==> config.mk <==
export PLATFORM = sky130hd
export DESIGN_NAME = band_energy_ratio
export DESIGN_NICKNAME = d
export VERILOG_FILES = /design/src/hdl/ber_pkg.sv /design/src/hdl/ber_ctrl.sv /design/src/hdl/ber_dp.sv /design/src/hdl/band_energy_ratio.sv
export SDC_FILE = /design/constraint.sdc
export NUM_CORES = 2
export LEC_CHECK = 0
export ABC_CLOCK_PERIOD_IN_PS = 8410
export BUFFER_PORTS_ARGS = -buffer_cell sky130_fd_sc_hd__buf_2
export CORE_ASPECT_RATIO = 0.5
export CORE_MARGIN = 4
export CORE_UTILIZATION = 64
export CTS_BUF_LIST = sky130_fd_sc_hd__clkbuf_16
export CTS_CLUSTER_DIAMETER = 100
export DETAILED_ROUTE_END_ITERATION = 10
export PLACE_DENSITY_LB_ADDON = 0.12
export SETUP_SLACK_MARGIN = 0.2
export SLEW_MARGIN = 30
export SYNTH_ARGS = -nofsm -noshare
export SYNTH_HDL_FRONTEND = slang
export SYNTH_HIERARCHICAL = 1
export SYNTH_SLANG_ARGS = --single-unit
==> constraint.sdc <==
create_clock -name clk -period 8.41 [get_ports clk]
set_input_delay 0.4205 -clock clk [delete_from_list [all_inputs] [get_ports clk]]
set_output_delay 0.4205 -clock clk [all_outputs]
set_load 0.01 [all_outputs]
==> src/hdl/ber_pkg.sv <==
// Package: constants, types and codes of the band energy ratio block.
package ber_pkg;

	localparam int WINDOW_SIZE = 2048;
	localparam int MAG_WIDTH   = 24;

	localparam int MAG_PORT_W = 24;
	localparam int RATE_W     = 18;
	localparam int IDX_W      = 11;
	localparam int SUM_W      = 35;
	localparam int RATIO_W    = 16;
	localparam int Q_W        = RATIO_W + 1;
	localparam int STEP_W     = $clog2(Q_W);
	localparam int PROD_W     = IDX_W + RATE_W;
	localparam int PADDR_W    = 3;
	localparam int PDATA_W    = 32;
	localparam int LANES      = 3;

	localparam logic [RATE_W-1:0] RATE_RESET = RATE_W'(44100);
	localparam logic [IDX_W-1:0]  INDEX_MAX  = '1;
	localparam logic [SUM_W-1:0]  SUM_MAX    = '1;
	localparam logic [SUM_W-1:0]  MAG_MASK   = SUM_W'((64'd1 << MAG_WIDTH) - 64'd1);

	// Band edges in units of Hz * WINDOW_SIZE
	localparam logic [PROD_W-1:0] EDGE_BASS_LO = PROD_W'(20 * WINDOW_SIZE);
	localparam logic [PROD_W-1:0] EDGE_MID_LO  = PROD_W'(250 * WINDOW_SIZE);
	localparam logic [PROD_W-1:0] EDGE_HIGH_LO = PROD_W'(2000 * WINDOW_SIZE);
	localparam logic [PROD_W-1:0] EDGE_HIGH_HI = PROD_W'(8000 * WINDOW_SIZE);

	// Register index decoded from paddr[PADDR_W-1:2]
	localparam logic [PADDR_W-3:0] REG_SAMPLE_RATE = '0;

	typedef enum logic [1:0] {
		BAND_NONE,
		BAND_BASS,
		BAND_MID,
		BAND_HIGH
	} band_t;

	typedef enum logic [2:0] {
		ST_ACCUM,
		ST_LOAD,
		ST_SETUP,
		ST_DIV,
		ST_DONE
	} state_t;

	typedef struct packed {
		logic accept;
		logic setup;
		logic div_step;
		logic div_first;
	} ber_cmd_t;

endpackage

==> src/hdl/ber_ctrl.sv <==
// Controller: frame sequencing state machine and divider step count.
module ber_ctrl (
	input  logic              clk,
	input  logic              arst_n,
	input  logic              start,
	input  logic              last_bin,
	output logic              busy,
	output logic              done,
	output ber_pkg::ber_cmd_t cmd
);
	import ber_pkg::*;

	state_t            state_q;
	state_t            state_nxt;
	logic [STEP_W-1:0] step_q;

	always_ff @(posedge clk or negedge arst_n) begin
		if (!arst_n) begin
			state_q <= ST_ACCUM;
			step_q  <= '0;
		end else begin
			state_q <= state_nxt;
			if (state_q == ST_SETUP) begin
				step_q <= '0;
			end else if (state_q == ST_DIV) begin
				step_q <= step_q + STEP_W'(1);
			end
		end
	end

	always_comb begin
		state_nxt = state_q;
		case (state_q)
			ST_ACCUM: begin
				if (start && last_bin) begin
					state_nxt = ST_LOAD;
				end
			end
			ST_LOAD:  state_nxt = ST_SETUP;
			ST_SETUP: state_nxt = ST_DIV;
			ST_DIV: begin
				if (step_q == STEP_W'(Q_W - 1)) begin
					state_nxt = ST_DONE;
				end
			end
			ST_DONE:  state_nxt = ST_ACCUM;
			default:  state_nxt = ST_ACCUM;
		endcase
	end

	always_comb begin
		busy          = 1'b1;
		done          = 1'b0;
		cmd           = '0;
		case (state_q)
			ST_ACCUM: begin
				busy       = 1'b0;
				cmd.accept = start;
			end
			ST_LOAD:  busy = 1'b1;
			ST_SETUP: cmd.setup = 1'b1;
			ST_DIV: begin
				cmd.div_step  = 1'b1;
				cmd.div_first = (step_q == '0);
			end
			ST_DONE:  done = 1'b1;
			default:  busy = 1'b1;
		endcase
	end

endmodule

==> src/hdl/ber_dp.sv <==
// Datapath: bin classification, band accumulators and three restoring dividers.
module ber_dp (
	input  logic                           clk,
	input  logic                           arst_n,
	input  ber_pkg::ber_cmd_t              cmd,
	input  logic [ber_pkg::MAG_PORT_W-1:0] magnitude,
	input  logic                           last_bin,
	input  logic [ber_pkg::RATE_W-1:0]     rate,
	output logic [ber_pkg::RATIO_W-1:0]    bass_ratio,
	output logic [ber_pkg::RATIO_W-1:0]    mid_ratio,
	output logic [ber_pkg::RATIO_W-1:0]    high_ratio,
	output logic                           silent
);
	import ber_pkg::*;

	logic [IDX_W-1:0]  idx_q;
	logic [PROD_W-1:0] scaled;
	band_t             band;
	logic              valid_s1;
	band_t             band_s1;
	logic [SUM_W-1:0]  mag_s1;

	logic [SUM_W-1:0]  bass_q, mid_q, high_q, total_q;
	logic [SUM_W:0]    bass_add, mid_add, high_add, total_add;
	logic [SUM_W-1:0]  bass_sat, mid_sat, high_sat, total_sat;

	logic [SUM_W-1:0]  whole_q;
	logic              silent_q;
	logic [SUM_W:0]    rem_q  [LANES];
	logic [Q_W-1:0]    quot_q [LANES];
	logic [SUM_W-1:0]  part   [LANES];
	logic [SUM_W:0]    shifted[LANES];
	logic [SUM_W:0]    diff   [LANES];
	logic              ge     [LANES];
	logic [RATIO_W-1:0] ratio [LANES];

	// Classify the bin from its index before the index advances.
	always_comb begin
		scaled = PROD_W'(idx_q) * PROD_W'(rate);
		if (scaled >= EDGE_BASS_LO && scaled < EDGE_MID_LO) begin
			band = BAND_BASS;
		end else if (scaled >= EDGE_MID_LO && scaled < EDGE_HIGH_LO) begin
			band = BAND_MID;
		end else if (scaled >= EDGE_HIGH_LO && scaled < EDGE_HIGH_HI) begin
			band = BAND_HIGH;
		end else begin
			band = BAND_NONE;
		end
	end

	always_ff @(posedge clk or negedge arst_n) begin
		if (!arst_n) begin
			idx_q    <= '0;
			valid_s1 <= 1'b0;
		end else begin
			valid_s1 <= cmd.accept;
			if (cmd.accept) begin
				if (last_bin) begin
					idx_q <= '0;
				end else if (idx_q != INDEX_MAX) begin
					idx_q <= idx_q + IDX_W'(1);
				end
			end
		end
	end

	always_ff @(posedge clk) begin
		if (cmd.accept) begin
			band_s1 <= band;
			mag_s1  <= SUM_W'(magnitude) & MAG_MASK;
		end
	end

	// Saturating accumulation
	always_comb begin
		bass_add  = {1'b0, bass_q}  + (SUM_W + 1)'(mag_s1);
		mid_add   = {1'b0, mid_q}   + (SUM_W + 1)'(mag_s1);
		high_add  = {1'b0, high_q}  + (SUM_W + 1)'(mag_s1);
		total_add = {1'b0, total_q} + (SUM_W + 1)'(mag_s1);
		bass_sat  = bass_add[SUM_W]  ? SUM_MAX : bass_add[SUM_W-1:0];
		mid_sat   = mid_add[SUM_W]   ? SUM_MAX : mid_add[SUM_W-1:0];
		high_sat  = high_add[SUM_W]  ? SUM_MAX : high_add[SUM_W-1:0];
		total_sat = total_add[SUM_W] ? SUM_MAX : total_add[SUM_W-1:0];
	end

	always_ff @(posedge clk or negedge arst_n) begin
		if (!arst_n) begin
			bass_q  <= '0;
			mid_q   <= '0;
			high_q  <= '0;
			total_q <= '0;
		end else if (cmd.setup) begin
			bass_q  <= '0;
			mid_q   <= '0;
			high_q  <= '0;
			total_q <= '0;
		end else if (valid_s1) begin
			total_q <= total_sat;
			case (band_s1)
				BAND_BASS: bass_q <= bass_sat;
				BAND_MID:  mid_q  <= mid_sat;
				BAND_HIGH: high_q <= high_sat;
				default:   ;
			endcase
		end
	end

	assign part[0] = bass_q;
	assign part[1] = mid_q;
	assign part[2] = high_q;

	// One quotient bit per lane per step; remainder stays below the divisor.
	always_comb begin
		for (int i = 0; i < LANES; i++) begin
			shifted[i] = cmd.div_first ? rem_q[i] : {rem_q[i][SUM_W-1:0], 1'b0};
			ge[i]      = shifted[i] >= {1'b0, whole_q};
			diff[i]    = shifted[i] - {1'b0, whole_q};
			ratio[i]   = silent_q ? '0 :
				(quot_q[i][Q_W-1] ? '1 : quot_q[i][RATIO_W-1:0]);
		end
	end

	always_ff @(posedge clk) begin
		if (cmd.setup) begin
			whole_q  <= total_q;
			silent_q <= (total_q == '0);
			for (int i = 0; i < LANES; i++) begin
				rem_q[i]  <= {1'b0, part[i]};
				quot_q[i] <= '0;
			end
		end else if (cmd.div_step) begin
			for (int i = 0; i < LANES; i++) begin
				rem_q[i]  <= ge[i] ? diff[i] : shifted[i];
				quot_q[i] <= {quot_q[i][Q_W-2:0], ge[i]};
			end
		end
	end

	assign bass_ratio = ratio[0];
	assign mid_ratio  = ratio[1];
	assign high_ratio = ratio[2];
	assign silent     = silent_q;

endmodule

==> src/hdl/band_energy_ratio.sv <==
// Top level: band energy ratio block with APB configuration port.
//
// Streams one frame of FFT magnitude bins, one transaction per bin, and
// reports the bass (20-250 Hz), mid (250-2000 Hz) and high (2000-8000 Hz)
// share of the frame's total magnitude, unsigned Q0.16 (1.0 clips to 65535).
// A bin is accepted at each rising edge with start high and busy low, so
// bins of a frame enter at one per clock. The bin flagged last_bin closes
// the frame: busy then rises through the final add (ST_LOAD), the divider load
// (ST_SETUP), the shared-step restoring dividers that make one quotient bit
// per cycle for all three bands (ST_DIV) and the result (ST_DONE).
// The result appears with done high for exactly one cycle, the last of the
// busy period; the receiver cannot stall, so capture it then. A frame whose
// total is zero reports zero ratios with silent high. Bin index saturates
// at 2047 and the sums at 2^35-1. sample_rate_hz sits at byte address 0
// (reset 44100); write it only while no frame is in progress.
module band_energy_ratio (
	input  logic                           clk,
	input  logic                           arst_n,
	// bin transaction
	input  logic                           start,
	output logic                           busy,
	input  logic [ber_pkg::MAG_PORT_W-1:0] magnitude,
	input  logic                           last_bin,
	// result transaction
	output logic                           done,
	output logic [ber_pkg::RATIO_W-1:0]    bass_ratio,
	output logic [ber_pkg::RATIO_W-1:0]    mid_ratio,
	output logic [ber_pkg::RATIO_W-1:0]    high_ratio,
	output logic                           silent,
	// configuration
	input  logic                           psel,
	input  logic                           penable,
	input  logic                           pwrite,
	input  logic [ber_pkg::PADDR_W-1:0]    paddr,
	input  logic [ber_pkg::PDATA_W-1:0]    pwdata,
	output logic [ber_pkg::PDATA_W-1:0]    prdata,
	output logic                           pready
);
	import ber_pkg::*;

	ber_cmd_t          cmd;
	logic [RATE_W-1:0] rate_q;
	logic              reg_hit;

	// Word decode; byte offset bits are ignored.
	assign reg_hit = (paddr[PADDR_W-1:2] == REG_SAMPLE_RATE);
	assign pready  = 1'b1;
	assign prdata  = reg_hit ? PDATA_W'(rate_q) : '0;

	// Update the sample rate on the access phase of a write.
	always_ff @(posedge clk or negedge arst_n) begin
		if (!arst_n) begin
			rate_q <= RATE_RESET;
		end else if (psel && penable && pwrite && pready && reg_hit) begin
			rate_q <= pwdata[RATE_W-1:0];
		end
	end

	// Sequence the frame: accumulate, drain, divide, present.
	ber_ctrl u_ctrl (
		.clk      (clk),
		.arst_n   (arst_n),
		.start    (start),
		.last_bin (last_bin),
		.busy     (busy),
		.done     (done),
		.cmd      (cmd)
	);

	// Classify, accumulate and divide.
	ber_dp u_dp (
		.clk        (clk),
		.arst_n     (arst_n),
		.cmd        (cmd),
		.magnitude  (magnitude),
		.last_bin   (last_bin),
		.rate       (rate_q),
		.bass_ratio (bass_ratio),
		.mid_ratio  (mid_ratio),
		.high_ratio (high_ratio),
		.silent     (silent)
	);

endmodule

==> flow_results.xml <==
<?xml version="1.0" encoding="UTF-8"?>
<metrics>
  <group name="power_and_ir_drop">
    <metric name="switchingPower" unit="mW">6.81</metric>
    <metric name="comb_power_share" unit="%">62.8</metric>
    <metric name="static-leakage-power" unit="nW">17.3</metric>
    <metric name="power.clock.fraction" unit="%">13.0</metric>
    <metric name="switching_fraction" unit="%">45.8</metric>
    <metric name="power-per-cell-area" unit="nW/µm²">390</metric>
    <metric name="p_total" unit="mW">14.9</metric>
    <metric name="internal_power" unit="mW">8.06</metric>
    <metric name="sequentialPowerShare" unit="%">24.2</metric>
    <metric name="vdd_ir_drop_max" unit="mV">0.287</metric>
  </group>
  <group name="place">
    <metric name="io_buffer_count" unit="">118</metric>
    <metric name="post-place-ws" unit="ns">1.90</metric>
    <metric name="place_hpwl" unit="µm">68600</metric>
    <metric name="gp_routability_congestion" unit="">0.953</metric>
  </group>
  <group name="finish">
    <metric name="finalNetCount" unit="">4433</metric>
    <metric name="multi_input_area" unit="µm²">22800</metric>
    <metric name="register_area" unit="µm²">11100</metric>
    <metric name="post_route_cells_drive_above_1_share" unit="%">10.6</metric>
    <metric name="synthesis_to_layout_area_growth" unit="%">6.78</metric>
    <metric name="fillCellCount" unit="">4286</metric>
    <metric name="finish.utilization" unit="%">70.0</metric>
  </group>
  <group name="timing">
    <metric name="maxClockFrequency" unit="MHz">154</metric>
    <metric name="min_period" unit="ns">6.50</metric>
    <metric name="finalHoldWorstSlack" unit="ns">0.0273</metric>
    <metric name="slew_violations" unit="">0</metric>
    <metric name="setup_viol_count_final" unit="">0</metric>
    <metric name="setup_total_negative_slack" unit="ns">0</metric>
    <metric name="setup_repair_after_global_routing_missed_its_margin" unit="">false</metric>
    <metric name="post-route-worst-setup-slack" unit="ns">1.91</metric>
    <metric name="timing_hold_violations_final" unit="">0</metric>
    <metric name="final.period_utilization" unit="%">77.3</metric>
    <metric name="relSlewSlack" unit="%">32.6</metric>
    <metric name="worst_clock_skew" unit="ns">0.0269</metric>
    <metric name="timing_worst_slew_pin_value" unit="ns">1.00</metric>
  </group>
  <group name="synthesis">
    <metric name="count_of_flip_flops_with_a_built_in_enable_after_synthesis" unit="">221</metric>
    <metric name="synth_top_cell_area_share" unit="%">18.6</metric>
    <metric name="avgSynthCellArea" unit="µm²">9.09</metric>
    <metric name="biggest_area_consumer_among_synthesized_cells" unit="">sky130_fd_sc_hd__edfxtp_1</metric>
    <metric name="post_synthesis_sequential_area_ratio" unit="%">31.0</metric>
    <metric name="synth_cells" unit="">3933</metric>
    <metric name="postSynth.asyncResetShare" unit="%">44.6</metric>
    <metric name="yosys_warnings" unit="">6</metric>
    <metric name="synth.ff_latch_count" unit="">399</metric>
    <metric name="synth_cell_types" unit="">106</metric>
    <metric name="synth_top_flop_cell" unit="">sky130_fd_sc_hd__edfxtp_1</metric>
    <metric name="synthesis.area" unit="µm²">35700</metric>
    <metric name="ys_top_cells_by_area" unit="">sky130_fd_sc_hd__edfxtp_1 19%, sky130_fd_sc_hd__dfrtp_1 12%, sky130_fd_sc_hd__ha_1 9.5%, sky130_fd_sc_hd__fa_1 8.4%, sky130_fd_sc_hd__nand2_1 4.4%</metric>
  </group>
  <group name="routing">
    <metric name="viasPerCell" unit="">6.31</metric>
    <metric name="via_count" unit="">29800</metric>
    <metric name="drt_iter0_drc" unit="">2684</metric>
    <metric name="postRouteAntennaNets" unit="">0</metric>
    <metric name="post_drt_wl_per_cell" unit="µm">20.4</metric>
    <metric name="post-route-drc-count" unit="">0</metric>
    <metric name="initial_drt_pass_iterations" unit="">6</metric>
    <metric name="finalWirelength" unit="µm">96200</metric>
  </group>
  <group name="floorplan">
    <metric name="start_util" unit="%">65.6</metric>
    <metric name="die_w" unit="µm">342</metric>
    <metric name="die-area" unit="µm²">59900</metric>
    <metric name="fp-row-count" unit="">60</metric>
    <metric name="chipHeight" unit="µm">175</metric>
    <metric name="design.core.area" unit="µm²">54500</metric>
    <metric name="io_pins" unit="">150</metric>
  </group>
  <group name="cts">
    <metric name="ctsRootBufferMaster" unit="">sky130_fd_sc_hd__clkbuf_16</metric>
    <metric name="cts_tree" unit="">built</metric>
    <metric name="cts_resized" unit="">0</metric>
    <metric name="worst_skew_pair.late_latency" unit="ns">0.58</metric>
    <metric name="cts_max_path_buffers" unit="">3</metric>
    <metric name="clkSinkCount" unit="">399</metric>
    <metric name="cts.clk_slew.worst_paths" unit="ns">0.07</metric>
    <metric name="post-cts-setup-buffers" unit="">0</metric>
    <metric name="cts_buffers" unit="">41</metric>
    <metric name="clock_tree.htree_level_count" unit="">2</metric>
  </group>
  <group name="global_routing">
    <metric name="groute.layer.met1.usage" unit="%">40.2</metric>
    <metric name="grt_busiest_layer" unit="">met2</metric>
    <metric name="met3_usage" unit="%">8.38</metric>
    <metric name="grt_pass1_wl" unit="µm">153000</metric>
    <metric name="grt_start_max_net_pins" unit="">136</metric>
    <metric name="antenna_found_initial" unit="">2</metric>
    <metric name="first_global_vias" unit="">29200</metric>
    <metric name="gr-usage-all-layers" unit="%">31.7</metric>
    <metric name="globalRouteOverflowTotal" unit="">0</metric>
    <metric name="global_route.usage.met2" unit="%">49.8</metric>
  </group>
  <group name="setup_path">
    <metric name="setup.worst_path.end_class" unit="">flip-flop</metric>
    <metric name="path_class" unit="">reg -&gt; reg</metric>
    <metric name="crit_chain" unit="">nand2_1 &gt; fa_1 &gt; fa_1 &gt; fa_1 &gt; inv_1 &gt; fa_1 &gt; inv_1 &gt; fa_1 &gt; inv_1 &gt; ha_1 &gt; o211ai_2 &gt; o22ai_1 &gt; a211oi_2 &gt; o21ba_2 &gt; o21ai_1 &gt; a311oi_2 &gt; mux2i_1 &gt; nor4_1 &gt; nand3_1 &gt; nor3_1</metric>
    <metric name="critPathSlowestCell" unit="">sky130_fd_sc_hd__dfrtp_1</metric>
    <metric name="worst-path-buf-inv" unit="">3</metric>
    <metric name="peak_per_stage_delay_on_the_critical_path" unit="ns">0.86</metric>
    <metric name="endpoint" unit="">u_dp/band_s1[1]$_SDFFCE_PP0P_</metric>
    <metric name="setup.worst_path.start" unit="">u_dp/idx_q[4]$_DFFE_PN0P_</metric>
    <metric name="worst_r2r_startpoint" unit="">u_dp/idx_q[4]$_DFFE_PN0P_</metric>
    <metric name="path_delay_family" unit="">adder cells</metric>
    <metric name="critical_path_cell_count" unit="">20</metric>
    <metric name="worst-r2r-setup-slack" unit="ns">1.91</metric>
    <metric name="critPathArrivalTime" unit="ns">6.92</metric>
    <metric name="cp_common_cell" unit="">sky130_fd_sc_hd__fa_1</metric>
    <metric name="worst_path_max_fanout" unit="">22</metric>
    <metric name="timing.rr.end" unit="">u_dp/band_s1[1]$_SDFFCE_PP0P_</metric>
    <metric name="required_time_at_the_endpoint_of_the_critical_path" unit="ns">8.82</metric>
    <metric name="critical_path.startpoint_type" unit="">flip-flop</metric>
    <metric name="cell_count_of_the_worst_reg_to_reg_path" unit="">20</metric>
  </group>
  <group name="worst_hold_path">
    <metric name="whs_path_depth" unit="">1</metric>
    <metric name="holdCritPathClass" unit="">in -&gt; reg</metric>
  </group>
  <group name="job">
    <metric name="max_capacitance_violation_count" unit="">0</metric>
  </group>
  <group name="outcome">
    <metric name="outcome" unit="">completed</metric>
  </group>
</metrics>
[kinds of logic after synthesis]
kind of cell | after synthesis | share of synthesized area [%]
simple gates | 1300 | 17.5
compound gates | 973 | 18.0
buf+inv | 471 | 5.35
fa+ha+maj | 421 | 17.9
flops | 399 | 31.0
mux | 188 | 5.79
xor+xnor | 179 | 4.39
other cells | 2 | 0.0210
[per-layer routing]
metal | share of wire, % | vias up
li1 | - | 14000
met4 | 5.6 | 0
met3 | 9.6 | 258
met1 | 41 | 14300
met5 | 0 | -
met2 | 44 | 1211
[flip-flops by register name, summed over array words and instances, names as in the netlist, 18 cells and up]
name,count
u_dp/rem_q,108
u_dp/quot_q,51
u_dp/bass_q,35
u_dp/high_q,35
u_dp/mid_q,35
u_dp/total_q,35
u_dp/whole_q,35
u_dp/mag_s1,24
rate_q,18
[power by group through the flow]
stage,clock (mW),combinational [mW],sequential [mW]
2_1_floorplan,0,7.44,3.39
3_3_place_gp,0,8.88,3.60
3_5_place_dp,0,9.13,3.63
4_1_cts,1.97,9.20,3.59
5_1_grt,2.05,10.3,3.67
6_report,1.94,9.33,3.60
[synthesized netlist by cell type (9+ instances only)]
master and n:
sky130_fd_sc_hd__a211oi_1 42, sky130_fd_sc_hd__o211ai_1 22, sky130_fd_sc_hd__nor2b_1 48, sky130_fd_sc_hd__buf_2 18, sky130_fd_sc_hd__nand2_1 417, sky130_fd_sc_hd__nor4_1 16
sky130_fd_sc_hd__or3_1 21, sky130_fd_sc_hd__fa_1 150, sky130_fd_sc_hd__and2_1 146, sky130_fd_sc_hd__and4_1 12, sky130_fd_sc_hd__xor2_1 76, sky130_fd_sc_hd__or2_2 13
sky130_fd_sc_hd__edfxtp_1 221, sky130_fd_sc_hd__dfrtp_1 172, sky130_fd_sc_hd__o21bai_1 27, sky130_fd_sc_hd__ha_1 271, sky130_fd_sc_hd__mux2i_1 67, sky130_fd_sc_hd__a21boi_0 10
sky130_fd_sc_hd__buf_4 18, sky130_fd_sc_hd__mux2_4 10, sky130_fd_sc_hd__o21ai_0 162, sky130_fd_sc_hd__a31oi_1 52, sky130_fd_sc_hd__o21ai_1 112, sky130_fd_sc_hd__nand2b_1 25
sky130_fd_sc_hd__a2bb2oi_1 9, sky130_fd_sc_hd__o21a_1 34, sky130_fd_sc_hd__clkbuf_1 136, sky130_fd_sc_hd__a21oi_1 215, sky130_fd_sc_hd__buf_1 11, sky130_fd_sc_hd__nor3_1 73
sky130_fd_sc_hd__xnor2_1 103, sky130_fd_sc_hd__nand3_1 76, sky130_fd_sc_hd__a311oi_1 49, sky130_fd_sc_hd__nor2_1 324, sky130_fd_sc_hd__o31ai_1 13, sky130_fd_sc_hd__a41oi_1 11
sky130_fd_sc_hd__and3_1 41, sky130_fd_sc_hd__inv_1 280, sky130_fd_sc_hd__nand4_1 40, sky130_fd_sc_hd__a21o_1 103, sky130_fd_sc_hd__mux2_2 109
[per-stage QoR]
step                      cell area (µm²)  std cells
after floorplan                     35800       3946
after CTS                           38200       4722
after global routing                38200       4722
after global placement              36700       4642
final                               38200       4724
after detailed placement            36700       4642
[how the worst min path moves through the flow]
stage                                        startpoint                       endpoint
final                                      magnitude[4]       u_dp/mag_s1[4]$_DFFE_PP_
after floorplan                                  arst_n          rate_q[0]$_DFFE_PN0P_
after global routing                       magnitude[3]       u_dp/mag_s1[3]$_DFFE_PP_
after CTS                                  magnitude[4]       u_dp/mag_s1[4]$_DFFE_PP_
after detailed placement                         arst_n      u_dp/idx_q[3]$_DFFE_PN0P_
after global placement    u_ctrl/state_q[2]$_DFFE_PN0P_  u_ctrl/state_q[1]$_DFFE_PN0P_
[cell usage in the layout, fill, tap and decap left out, types with 109 or more instances in the layout]
master	netlist	routed
sky130_fd_sc_hd__nand2_1	417	415
sky130_fd_sc_hd__o21ai_1	112	112
sky130_fd_sc_hd__mux2_2	109	109
sky130_fd_sc_hd__nor2_1	324	322
sky130_fd_sc_hd__dfrtp_1	172	171
sky130_fd_sc_hd__o21ai_0	162	162
sky130_fd_sc_hd__and2_1	146	146
sky130_fd_sc_hd__ha_1	271	271
sky130_fd_sc_hd__inv_1	280	286
sky130_fd_sc_hd__buf_2	18	117
sky130_fd_sc_hd__fa_1	150	150
sky130_fd_sc_hd__a21oi_1	215	215
sky130_fd_sc_hd__edfxtp_1	221	221
[area by class of cell]
type                            instances  area share, %
Multi-Input combinational cell       3076           59.8
Sequential cell                       399           29.1
Clock buffer                           43           2.82
Inverter                              280           2.75
Tap cell                              744           2.44
Timing Repair Buffer                  148           2.26
Clock inverter                         32          0.806
Antenna cell                            2         0.0131
[repair_timing]
action | in CTS | in global routing
hold buffers | 5 | 0
setup endpoints to repair | 0 | 0
endpoints found under the hold margin | 71 | 0
(Power assumes the default switching activity.)
